[src/rtl/vsat_pkg.sv]
// Shared types and constants of the video scroll and address timing unit.
package vsat_pkg;

  // Request kinds
  localparam logic [1:0] ReqTick  = 2'd0;
  localparam logic [1:0] ReqWrite = 2'd1;
  localparam logic [1:0] ReqRead  = 2'd2;

  // Register numbers
  localparam logic [2:0] RegCtrl    = 3'd0;
  localparam logic [2:0] RegStatus  = 3'd2;
  localparam logic [2:0] RegOamAddr = 3'd3;
  localparam logic [2:0] RegOamData = 3'd4;
  localparam logic [2:0] RegScroll  = 3'd5;
  localparam logic [2:0] RegAddr    = 3'd6;
  localparam logic [2:0] RegData    = 3'd7;

  // Raster timing
  localparam logic [8:0] DotLast      = 9'd340;
  localparam logic [8:0] LineLast     = 9'd261;
  localparam logic [8:0] LineVisible  = 9'd240;
  localparam logic [8:0] LineVblank   = 9'd241;
  localparam logic [8:0] DotVertInc   = 9'd256;
  localparam logic [8:0] DotHorizCopy = 9'd257;
  localparam logic [8:0] DotOamLast   = 9'd320;
  localparam logic [8:0] DotVertFirst = 9'd280;
  localparam logic [8:0] DotVertLast  = 9'd304;
  localparam logic [8:0] DotPrefetch0 = 9'd328;
  localparam logic [8:0] DotPrefetch1 = 9'd336;
  localparam logic [8:0] DotFlagEvent = 9'd1;

  // VRAM address field masks
  localparam logic [14:0] VertMask  = 15'h7BE0;
  localparam logic [14:0] HorizMask = 15'h041F;

  typedef struct packed {
    logic [1:0] req_type;
    logic [2:0] reg_index;
    logic [7:0] write_data;
  } in_item_t;

  typedef struct packed {
    logic [7:0]  read_data;
    logic [14:0] vram_addr;
    logic [2:0]  fine_x_out;
    logic        nmi_raised;
    logic        vblank_flag;
    logic [7:0]  oam_addr_out;
    logic [8:0]  line_out;
    logic [8:0]  dot_out;
  } out_item_t;

endpackage

[src/rtl/vsat_in_stage.sv]
// Input register stage: captures one request per transfer.
module vsat_in_stage (
  input  logic               clk_i,
  input  logic               rst_ni,
  input  logic               in_valid_i,
  output logic               in_ready_o,
  input  vsat_pkg::in_item_t in_data_i,
  input  logic               advance_i,
  output logic               valid_o,
  output vsat_pkg::in_item_t item_o
);

  logic               valid_q, valid_d;
  vsat_pkg::in_item_t item_q;

  // Free when empty or when the held item moves on this cycle
  assign in_ready_o = !valid_q || advance_i;

  always_comb begin
    valid_d = valid_q;
    if (in_ready_o) begin
      valid_d = in_valid_i;
    end
  end

  always_ff @(posedge clk_i or negedge rst_ni) begin
    if (!rst_ni) begin
      valid_q <= 1'b0;
    end else begin
      valid_q <= valid_d;
    end
  end

  always_ff @(posedge clk_i) begin
    if (in_valid_i && in_ready_o) begin
      item_q <= in_data_i;
    end
  end

  assign valid_o = valid_q;
  assign item_o  = item_q;

endmodule

[src/rtl/vsat_regs.sv]
// Scroll, address and raster state with the per-request update logic.
module vsat_regs (
  input  logic                clk_i,
  input  logic                rst_ni,
  input  logic                fire_i,
  input  vsat_pkg::in_item_t  item_i,
  output vsat_pkg::out_item_t result_o
);

  logic [14:0] cur_q, cur_d;
  logic [14:0] tmp_q, tmp_d;
  logic [2:0]  fine_x_q, fine_x_d;
  logic        toggle_q, toggle_d;
  logic [7:0]  ctrl_q, ctrl_d;
  logic [7:0]  oam_q, oam_d;
  logic        vblank_q, vblank_d;
  logic [8:0]  dot_q, dot_d;
  logic [8:0]  line_q, line_d;
  logic [7:0]  rd;
  logic        nmi;

  // Next row: fine Y first, then coarse Y with nametable flip at row 29
  function automatic logic [14:0] vert_step(input logic [14:0] a);
    logic [14:0] r;
    r = a;
    if (a[14:12] != 3'd7) begin
      r[14:12] = a[14:12] + 3'd1;
    end else begin
      r[14:12] = 3'd0;
      if (a[9:5] == 5'd29) begin
        r[9:5] = 5'd0;
        r[11]  = ~a[11];
      end else if (a[9:5] == 5'd31) begin
        r[9:5] = 5'd0;
      end else begin
        r[9:5] = a[9:5] + 5'd1;
      end
    end
    return r;
  endfunction

  // Next tile column, flipping the horizontal nametable on wrap
  function automatic logic [14:0] horiz_step(input logic [14:0] a);
    logic [14:0] r;
    r = a;
    r[4:0] = a[4:0] + 5'd1;
    if (a[4:0] == 5'd31) begin
      r[10] = ~a[10];
    end
    return r;
  endfunction

  // Data port increment: across (1) or down (32)
  function automatic logic [14:0] data_step(input logic [14:0] a, input logic down);
    return a + (down ? 15'd32 : 15'd1);
  endfunction

  always_comb begin
    cur_d    = cur_q;
    tmp_d    = tmp_q;
    fine_x_d = fine_x_q;
    toggle_d = toggle_q;
    ctrl_d   = ctrl_q;
    oam_d    = oam_q;
    vblank_d = vblank_q;
    dot_d    = dot_q;
    line_d   = line_q;
    rd       = 8'd0;
    nmi      = 1'b0;

    case (item_i.req_type)
      vsat_pkg::ReqTick: begin
        if (line_q < vsat_pkg::LineVisible) begin
          if (line_q == 9'd0) begin
            if (dot_q == vsat_pkg::DotFlagEvent) begin
              vblank_d = 1'b0;
            end
            if (dot_q >= vsat_pkg::DotVertFirst && dot_q <= vsat_pkg::DotVertLast) begin
              cur_d = (cur_d & ~vsat_pkg::VertMask) | (tmp_q & vsat_pkg::VertMask);
            end
          end
          if (dot_q == vsat_pkg::DotVertInc) begin
            cur_d = vert_step(cur_d);
          end
          if (dot_q[2:0] == 3'd0 &&
              ((dot_q >= 9'd8 && dot_q <= vsat_pkg::DotVertInc) ||
               dot_q == vsat_pkg::DotPrefetch0 || dot_q == vsat_pkg::DotPrefetch1)) begin
            cur_d = horiz_step(cur_d);
          end
          if (dot_q == vsat_pkg::DotHorizCopy) begin
            cur_d = (cur_d & ~vsat_pkg::HorizMask) | (tmp_q & vsat_pkg::HorizMask);
          end
          if (dot_q >= vsat_pkg::DotHorizCopy && dot_q <= vsat_pkg::DotOamLast) begin
            oam_d = 8'd0;
          end
        end else if (line_q == vsat_pkg::LineVblank && dot_q == vsat_pkg::DotFlagEvent) begin
          vblank_d = 1'b1;
          nmi      = ctrl_q[7];
        end
        // Raster counters
        if (dot_q >= vsat_pkg::DotLast) begin
          dot_d  = 9'd0;
          line_d = (line_q >= vsat_pkg::LineLast) ? 9'd0 : line_q + 9'd1;
        end else begin
          dot_d = dot_q + 9'd1;
        end
      end
      vsat_pkg::ReqWrite: begin
        case (item_i.reg_index)
          vsat_pkg::RegCtrl: begin
            tmp_d[11:10] = item_i.write_data[1:0];
            toggle_d     = 1'b0;
            ctrl_d       = item_i.write_data;
          end
          vsat_pkg::RegOamAddr: oam_d = item_i.write_data;
          vsat_pkg::RegOamData: oam_d = oam_q + 8'd1;
          vsat_pkg::RegScroll: begin
            if (!toggle_q) begin
              tmp_d[4:0] = item_i.write_data[7:3];
              fine_x_d   = item_i.write_data[2:0];
            end else begin
              tmp_d[14:12] = item_i.write_data[2:0];
              tmp_d[9:5]   = item_i.write_data[7:3];
            end
            toggle_d = ~toggle_q;
          end
          vsat_pkg::RegAddr: begin
            if (!toggle_q) begin
              tmp_d[14]   = 1'b0;
              tmp_d[13:8] = item_i.write_data[5:0];
            end else begin
              tmp_d[7:0] = item_i.write_data;
              cur_d      = tmp_d;
            end
            toggle_d = ~toggle_q;
          end
          vsat_pkg::RegData: cur_d = data_step(cur_q, ctrl_q[2]);
          default: ;
        endcase
      end
      vsat_pkg::ReqRead: begin
        if (item_i.reg_index == vsat_pkg::RegStatus) begin
          rd       = {vblank_q, 7'd0};
          vblank_d = 1'b0;
          toggle_d = 1'b0;
        end else if (item_i.reg_index == vsat_pkg::RegData) begin
          cur_d = data_step(cur_q, ctrl_q[2]);
        end
      end
      default: ;
    endcase
  end

  // State commits only when the request is consumed
  always_ff @(posedge clk_i or negedge rst_ni) begin
    if (!rst_ni) begin
      cur_q    <= '0;
      tmp_q    <= '0;
      fine_x_q <= '0;
      toggle_q <= 1'b0;
      ctrl_q   <= '0;
      oam_q    <= '0;
      vblank_q <= 1'b0;
      dot_q    <= '0;
      line_q   <= '0;
    end else if (fire_i) begin
      cur_q    <= cur_d;
      tmp_q    <= tmp_d;
      fine_x_q <= fine_x_d;
      toggle_q <= toggle_d;
      ctrl_q   <= ctrl_d;
      oam_q    <= oam_d;
      vblank_q <= vblank_d;
      dot_q    <= dot_d;
      line_q   <= line_d;
    end
  end

  assign result_o = '{
    read_data:    rd,
    vram_addr:    cur_d,
    fine_x_out:   fine_x_d,
    nmi_raised:   nmi,
    vblank_flag:  vblank_d,
    oam_addr_out: oam_d,
    line_out:     line_d,
    dot_out:      dot_d
  };

endmodule

[src/rtl/video_scroll_address_timing.sv]
// Top level of the video scroll and address timing unit.
//
// Input channel (in_valid_i / in_ready_o / in_data_i) carries one request per
// transfer: a dot tick, a register write or a register read. The output
// channel (out_valid_o / out_ready_i / out_data_o) returns exactly one result
// per request, in order: read byte, current VRAM address, fine X, NMI pulse,
// vblank flag, OAM address and the raster position after the request.
// A request passes the input register, then the result register, before its
// result appears on out_data_o. Throughput: one request per cycle while the
// receiver does not stall, set by the combinational update of the scroll/raster
// state between the input and result registers.
// Reset clears all state; raster starts at dot 0 of the pre-render line.
// When the receiver stalls, the result is held, the input register keeps one
// more request, and in_ready_o drops until the result is taken.
module video_scroll_address_timing (
  input  logic                 clk_i,
  input  logic                 rst_ni,
  input  logic                 in_valid_i,
  output logic                 in_ready_o,
  input  vsat_pkg::in_item_t   in_data_i,
  output logic                 out_valid_o,
  input  logic                 out_ready_i,
  output vsat_pkg::out_item_t  out_data_o
);

  logic                stage_valid;
  vsat_pkg::in_item_t  stage_item;
  logic                advance;
  vsat_pkg::out_item_t result;
  logic                out_valid_q, out_valid_d;
  vsat_pkg::out_item_t out_q;

  // Held request moves when the result register is free or draining
  assign advance = stage_valid && (!out_valid_q || out_ready_i);

  vsat_in_stage u_in_stage (
    .clk_i      (clk_i),
    .rst_ni     (rst_ni),
    .in_valid_i (in_valid_i),
    .in_ready_o (in_ready_o),
    .in_data_i  (in_data_i),
    .advance_i  (advance),
    .valid_o    (stage_valid),
    .item_o     (stage_item)
  );

  vsat_regs u_regs (
    .clk_i    (clk_i),
    .rst_ni   (rst_ni),
    .fire_i   (advance),
    .item_i   (stage_item),
    .result_o (result)
  );

  // Result register
  always_comb begin
    out_valid_d = out_valid_q;
    if (advance) begin
      out_valid_d = 1'b1;
    end else if (out_ready_i) begin
      out_valid_d = 1'b0;
    end
  end

  always_ff @(posedge clk_i or negedge rst_ni) begin
    if (!rst_ni) begin
      out_valid_q <= 1'b0;
    end else begin
      out_valid_q <= out_valid_d;
    end
  end

  always_ff @(posedge clk_i) begin
    if (advance) begin
      out_q <= result;
    end
  end

  assign out_valid_o = out_valid_q;
  assign out_data_o  = out_q;

endmodule

[config.mk]
export PLATFORM = sky130hd
export DESIGN_NAME = video_scroll_address_timing
export DESIGN_NICKNAME = d
export VERILOG_FILES = /design/src/rtl/vsat_pkg.sv /design/src/rtl/vsat_in_stage.sv /design/src/rtl/vsat_regs.sv /design/src/rtl/video_scroll_address_timing.sv
export SDC_FILE = /design/constraint.sdc
export NUM_CORES = 1
export LEC_CHECK = 0
export BUFFER_PORTS_ARGS = -buffer_cell sky130_fd_sc_hd__buf_2
export CORE_MARGIN = 1.5
export CORE_UTILIZATION = 50
export DETAILED_ROUTE_END_ITERATION = 8
export PLACE_DENSITY = 0.69
export SYNTH_ARGS = -nofsm -noshare
export SYNTH_HDL_FRONTEND = slang
export SYNTH_SLANG_ARGS = --single-unit
[constraint.sdc]
create_clock -name clk_i -period 4.2 [get_ports clk_i]
set_input_delay 0.63 -clock clk_i [delete_from_list [all_inputs] [get_ports clk_i]]
set_output_delay 0.63 -clock clk_i [all_outputs]
set_load 0.01 [all_outputs]
==> results.cfg, run 1 <==
[outcome]
outcome = complete, no violations

[critical_path]
cp-start-kind = register
worst_setup_path_end_kind = register
timing.setup.critical_path_class = reg2reg
crit_arrival_ns = 4.25
highest_delay_cell_along_the_critical_path = or4b_1
critical_path_buf_inv_count = 0
max_stage_delay_ns = 0.65
worst-endpoint-required_ns = 4.47
r2r_setup_slack_ns = 0.23
timing.critical_path.cells = or4_1 -> and3_4 -> or4b_1 -> mux2_4 -> ha_1 -> ha_1 -> nand2_1 -> or3_1 -> nor4_1 -> nor3_1 -> a211oi_1 -> a21oi_1 -> a21oi_1
crit_path_max_fanout = 7
critPathTopFamily = simple AND/OR/NAND/NOR gates

[power_and_ir_drop]
power.leakage_nw = 3.702
power.density_cell_area_nw_per_um2 = 535.6
power_mw = 4.824
power.ir.vdd_worst_v = 0.0002969

[sta]
setup_total_negative_slack_ns = 0
finalClockSkew_ns = 0.007750
final_max_slew_viol_count = 0
timing.final.crit_share_pct = 94.62
post-route-worst-setup-slack_ns = 0.2259
rsz0062_at_grt = no
worst_pin_slew_ns = 0.9206
setup-violations-final = 0
timing.max_slew.rel_slack_pct = 38.35
min_period_ns = 3.974
timing_hold_violations_final = 0
achievable_clock_frequency_ghz = 0.2516

[synthesis]
dominantRegCellSynth = dfrtp_1
syn_area_per_cell_um2 = 8.595
synthDistinctLibCells = 72
synth-warning-count = 0
mappedNetlistArea_um2 = 7941
synth-seq-area-share_pct = 43.17
synth-edff-count = 60
ys_seq_elements = 125
async_flop_share_pct = 52.00
postSynthCellCount = 924

[floorplan]
die-height_um = 129.0
die_w_um = 129.0
rows = 45
design.die.area_um2 = 16650
core_region_area_um2 = 15370
ports = 73
starting_density_pct = 51.66

[clock_tree]
tritoncts = built
clk_latency_ns = 0.43
cts_max_path_buffers = 2
clk_pin_slew_ns = 0.06
cts_root_buffer = clkbuf_16
post_cts_hold_buffer_count = 0
clock-sinks = 125
clock_tree.htree_level_count = 4
cts_buf_count = 17

[placement]
number_of_instances_in_the_placed_design = 1151
place.port_buffers = 65
gp_routability_congestion = 0.9221
place_worst_setup_slack_ns = 0.2684
dp_hpwl_um = 15230
post_dp_cell_area_um2 = 8402

[finish]
flow.area_growth_from_synthesis_pct = 13.42
insertedDiodeCount = 0
layout.cells.non_filler = 1183
final_design_area_no_fill_um2 = 9007
drive_gt1_share_pct = 14.92
final_stage_net_count = 993

[grt]
vias_in_the_first_global_route = 6720
globalRouteOverflowTotal = 0
grt_max_degree = 43
number_of_antenna_violations_at_the_first_check_in_global_routing = 0
grtUsageTotal_pct = 27.95
global_route_wire_length_before_repair_um = 35790

[routing]
post_drt_wl_per_cell_um = 18.79
via_count = 7341
antenna_left = 0
wirelength_um = 22230
drt-initial-drc-count = 725
remaining_drc_errors = 0
routed_via_density = 6.205
first_pass_iters = 6

[flow_run]
maxCapViolations = 0

[hold_path]
timing.hold.worst.class = in2async
flip-flops by register name, summed over array words and instances (netlist names), 2 cells and up:
name,cells
u_regs.cur_q,15
u_regs.line_q,9
u_regs.fine_x_q,3
u_regs.dot_q,9
out_data_o,47
u_regs.oam_q,8
u_in_stage.item_o,13
u_regs.ctrl_q,2
u_regs.tmp_q,15
per-stage QoR:
| step | utilization [%] | hold WS (ns) |
|---|---|---|
| 2_1_floorplan | - | 0.3344 |
| 3_3_place_gp | 54.66 | 0.4666 |
| 3_5_place_dp | 54.66 | 0.4725 |
| 4_1_cts | 58.56 | 0.2164 |
| 5_1_grt | 58.60 | 0.2395 |
| 6_report | 58.60 | 0.1954 |
Yosys cell counts, drive strengths merged, types with 6 or more instances:
master	count	share of area [%]
or3	8	0.63
and2	13	1.0
nor2b	8	0.63
a21oi	62	3.9
ha	17	2.7
mux2	14	2.0
a211oi	10	0.95
a21o	8	0.76
mux2i	12	1.5
dfrtp	65	20
xnor2	13	1.4
edfxtp	60	23
o31ai	12	1.1
nand2b	9	0.71
o22ai	8	0.63
xor2	6	0.66
a31oi	16	1.3
o21ai	90	5.7
nor2	88	4.2
nand3	36	2.3
nand2	116	5.5
nand4	11	0.87
clkbuf	65	3.1
o211ai	8	0.76
a22o	6	0.66
inv	23	1.1
nor3	29	1.8
and3	7	0.61
buf	12	0.93
nor4	8	0.71
a22oi	10	0.95
cell families after synthesis:
| family | synth area share [%] |
|---|---|
| flip-flops | 43.17 |
| buffers and inverters | 5.136 |
| XOR/XNOR | 2.095 |
| AO/OA/AOI/OAI | 22.12 |
| AND/OR/NAND/NOR | 21.21 |
| other | 0.04722 |
| adder cells (fa/ha/maj) | 2.678 |
| multiplexers | 3.545 |
path summary, 6_finish.rpt:
| path | endpoint | cells past startpoint | start |
|---|---|---|---|
| hold / removal | u_regs.oam_q[7]$_DFFE_PN0P_ | 1 | rst_ni |
| max in group asynchronous | u_regs.cur_q[3]$_DFFE_PN0P_ | 2 | rst_ni |
| hold reg to reg | u_regs.tmp_q[3]$_DFFE_PN0P_ | 2 | u_regs.tmp_q[3]$_DFFE_PN0P_ |
| min in group clk_i | u_in_stage.item_o[5]$_DFFE_PP_ | 1 | in_data_i[5] |
| setup reg to reg | out_data_o[39]$_DFFE_PP_ | 13 | u_regs.dot_q[2]$_DFFE_PN0P_ |
| setup / recovery | out_data_o[39]$_DFFE_PP_ | 13 | u_regs.dot_q[2]$_DFFE_PN0P_ |
area by class of cell:
cell class,count,area [um^2]
sequential,125,3428
clock inverter,14,160.2
inverter,24,91.34
clock buffer,18,439.2
timing repair buffer,87,490.5
tap,211,264.0
multi-input combinational,704,4134
fill,1378,6364
routing by layer:
layer	track usage (%)	vias to the layer above	part of all wire, %
met1	39.57	3410	44
met5	0	-	0
met2	40.48	402	43
met4	13.62	0	3.9
li1	-	3456	-
met3	6.524	73	9.1
power breakdown:
part           internal (mW)  switching (mW)
Sequential              1.58           0.385
Clock                  0.897           0.591
Combinational          0.566           0.809
Total                   3.04            1.79
repair_timing:
action,in CTS,in global routing
resized for setup,0,1
buffers inserted,0,0
endpoints found under the setup margin,0,1
cells in the final DEF (no fill, tap or decap), types with 9 or more instances in the layout:
cell type and count:
nand2_1 116, nor2_1 88, o21ai_0 88, buf_2 65
dfrtp_1 65, a21oi_1 62, edfxtp_1 60, nand3_1 36
nor3_1 29, inv_1 22, buf_4 22, ha_1 17
clkbuf_16 17, a31oi_1 16, mux2_2 13, and2_1 13
xnor2_1 13, mux2i_1 12, o31ai_1 12, nand4_1 11
a22oi_1 10, a211oi_1 10, nand2b_1 9
Power figures use the tool's default switching activity.
==> inputs of run 2 (changes only) <==
==> constraint.sdc (replaced) <==
create_clock -name clk_i -period 4.2 [get_ports clk_i]
set_input_delay 0.84 -clock clk_i [delete_from_list [all_inputs] [get_ports clk_i]]
set_output_delay 0.84 -clock clk_i [all_outputs]
set_load 0.01 [all_outputs]
==> run 2 against run 1 <==
Routed wire length hardly changed. Die area stayed put. Worst setup slack worse by 0.072 ns. Via count is 0.38% higher. Core utilization is 0.43 points higher. Count of clock-buffer cells in the layout is 1 lower. Sequential share of layout area is 0.28 points lower. Sequential cell count stayed put. Global-route usage is 0.30 points lower. First-iteration DRC count is 19% higher. Critical path type unchanged. Largest power group unchanged. Highest routed layer unchanged.
==> results.cfg, run 2 (same netlist as run 1, synthesis figures left out) <==
[critical_path]
worst_setup_path_end_kind = register
crit_path_max_fanout = 7
cp-start-kind = register
crit_arrival_ns = 4.32
timing.critical_path.cells = or4_1 -> and3_4 -> or4b_1 -> mux2_4 -> ha_1 -> ha_1 -> nand2_1 -> or3_1 -> nor4_1 -> nor3_1 -> a211oi_1 -> a21oi_1 -> a21oi_1
worst-endpoint-required_ns = 4.47
timing.setup.critical_path_class = reg2reg
max_stage_delay_ns = 0.65
highest_delay_cell_along_the_critical_path = or4b_1

[grt]
global_route.usage.met2_pct = 40.39
number_of_antenna_violations_at_the_first_check_in_global_routing = 0
globalRouteOverflowTotal = 0
met1_usage_pct = 39.94
global_route_hottest_layer = met2
grtUsageTotal_pct = 27.65
global_route_wire_length_before_repair_um = 35300
grtUsageMet3_pct = 6.111
vias_in_the_first_global_route = 6726
grt_max_degree = 43

[finish]
largest_register_ff_count = 47
drive_gt1_share_pct = 15.02
final_stage_net_count = 993
flow.area_growth_from_synthesis_pct = 14.26
final-seq-area_um2 = 3428
commonest_cells_after_routing_fill_and_taps_aside = 116 x nand2_1, 88 x nor2_1, 88 x o21ai_0, 65 x buf_2, 65 x dfrtp_1
layout.filler_cells = 1365
insertedDiodeCount = 0
multi_input_comb_area_um2 = 4139
final_core_util_pct = 59.03
layout.cells.most_common = nand2_1

[power_and_ir_drop]
power.leakage_nw = 3.743
power_mw = 5.009
power.density_cell_area_nw_per_um2 = 552.1
power.ir.vdd_worst_v = 0.0003316

[placement]
place_worst_setup_slack_ns = 0.2274
gp_routability_congestion = 0.9491
dp_hpwl_um = 15010
place.port_buffers = 65

[hold_path]
timing.hold.worst.class = in2async

[routing]
routed_via_density = 6.229
first_pass_iters = 5
antenna_left = 0
drt-initial-drc-count = 865
remaining_drc_errors = 0
via_count = 7369
wirelength_um = 22240
post_drt_wl_per_cell_um = 18.80

[floorplan]
starting_density_pct = 51.66
rows = 45
core_region_area_um2 = 15370
die-height_um = 129.0
die_w_um = 129.0
ports = 73
design.die.area_um2 = 16650

[sta]
setup_total_negative_slack_ns = 0
timing_hold_violations_final = 0
timing.final.crit_share_pct = 96.34
min_period_ns = 4.046
finalClockSkew_ns = 0.01226
achievable_clock_frequency_ghz = 0.2471
setup-violations-final = 0
fin_worst_hold_slack_ns = 0.4215
rsz0062_at_grt = no
final_max_slew_viol_count = 0
post-route-worst-setup-slack_ns = 0.1538
worst_pin_slew_ns = 0.9197
timing.max_slew.rel_slack_pct = 38.42

[flow_run]
maxCapViolations = 0

[clock_tree]
cts_max_path_buffers = 2
clk_latency_ns = 0.43
clock-sinks = 125
cts_root_buffer = clkbuf_16
clk_pin_slew_ns = 0.06
post-cts-setup-buffers = 0
clock_tree.htree_level_count = 4
tritoncts = built
cts_buf_count = 17

[outcome]
outcome = complete, no violations
run 2: cell types whose count changed in the layout (fill, tap and decap cells not counted):
| cell | delta |
|---|---|
| bufinv_16 | +3 |
| clkbuf_8 | -1 |
| clkinv_2 | +1 |
| clkinv_4 | -2 |
| clkinvlp_4 | -3 |
| inv_6 | +1 |
| inv_8 | +1 |
| nor3_1 | -1 |
| nor3_2 | +1 |
run 2: worst max-delay path: cells and delay by family (launching register included):
| family | cells | cell delay (ns) |
|---|---|---|
| compound gates | 3 | 0.48 |
| fa+ha+maj | 2 | 0.28 |
| flops | 1 | 0.45 |
| mux | 1 | 0.28 |
| simple gates | 7 | 2.38 |
run 2: final cells by class:
class / instances / area share, %
repair buffers: 87 / 5.405
inverters: 24 / 1.007
flip-flops and latches: 125 / 37.78
clock inverters: 15 / 2.592
multi-input cells: 704 / 45.62
well taps: 211 / 2.910
clock buffers: 17 / 4.688
run 2: timing repair:
| item | CTS | global route |
|---|---|---|
| hold buffers | 0 | 0 |
| setup endpoints to repair | 0 | 2 |
| resized for setup | 0 | 2 |
run 2: metal layers:
layer  vias to the layer above  part of all wire [%]
met5                         -                     0
met4                         0                   3.3
met2                       396                    43
met1                      3470                    45
met3                        62                   8.6
li1                       3441                     -
run 2: path summary, 6_finish.rpt:
kind	from	endpoint	slack, ns	cells after the start
worst max register to register	u_regs.dot_q[2]$_DFFE_PN0P_	out_data_o[39]$_DFFE_PP_	0.15	13
worst max-delay path	u_regs.dot_q[2]$_DFFE_PN0P_	out_data_o[39]$_DFFE_PP_	0.15	13
worst min-delay path	rst_ni	u_regs.oam_q[3]$_DFFE_PN0P_	0.42	1
max in group asynchronous	rst_ni	u_regs.dot_q[2]$_DFFE_PN0P_	2.76	2
worst min register to register	u_in_stage.valid_o$_DFFE_PN0N_	out_valid_o$_DFFE_PN0P_	0.49	1
min in group clk_i	u_in_stage.valid_o$_DFFE_PN0N_	out_valid_o$_DFFE_PN0P_	0.49	1
run 2: stage by stage:
| stage | area (um^2) | cells |
|---|---|---|
| floorplan | 7964 | 930 |
| global placement | 8402 | 1151 |
| detailed placement | 8402 | 1151 |
| CTS | 9062 | 1183 |
| global route | 9074 | 1183 |
| finish | 9074 | 1183 |
run 2: power by group:
part	switching (mW)	internal, mW
combinational	0.812	0.565
clock	0.604	1.07
sequential	0.388	1.57
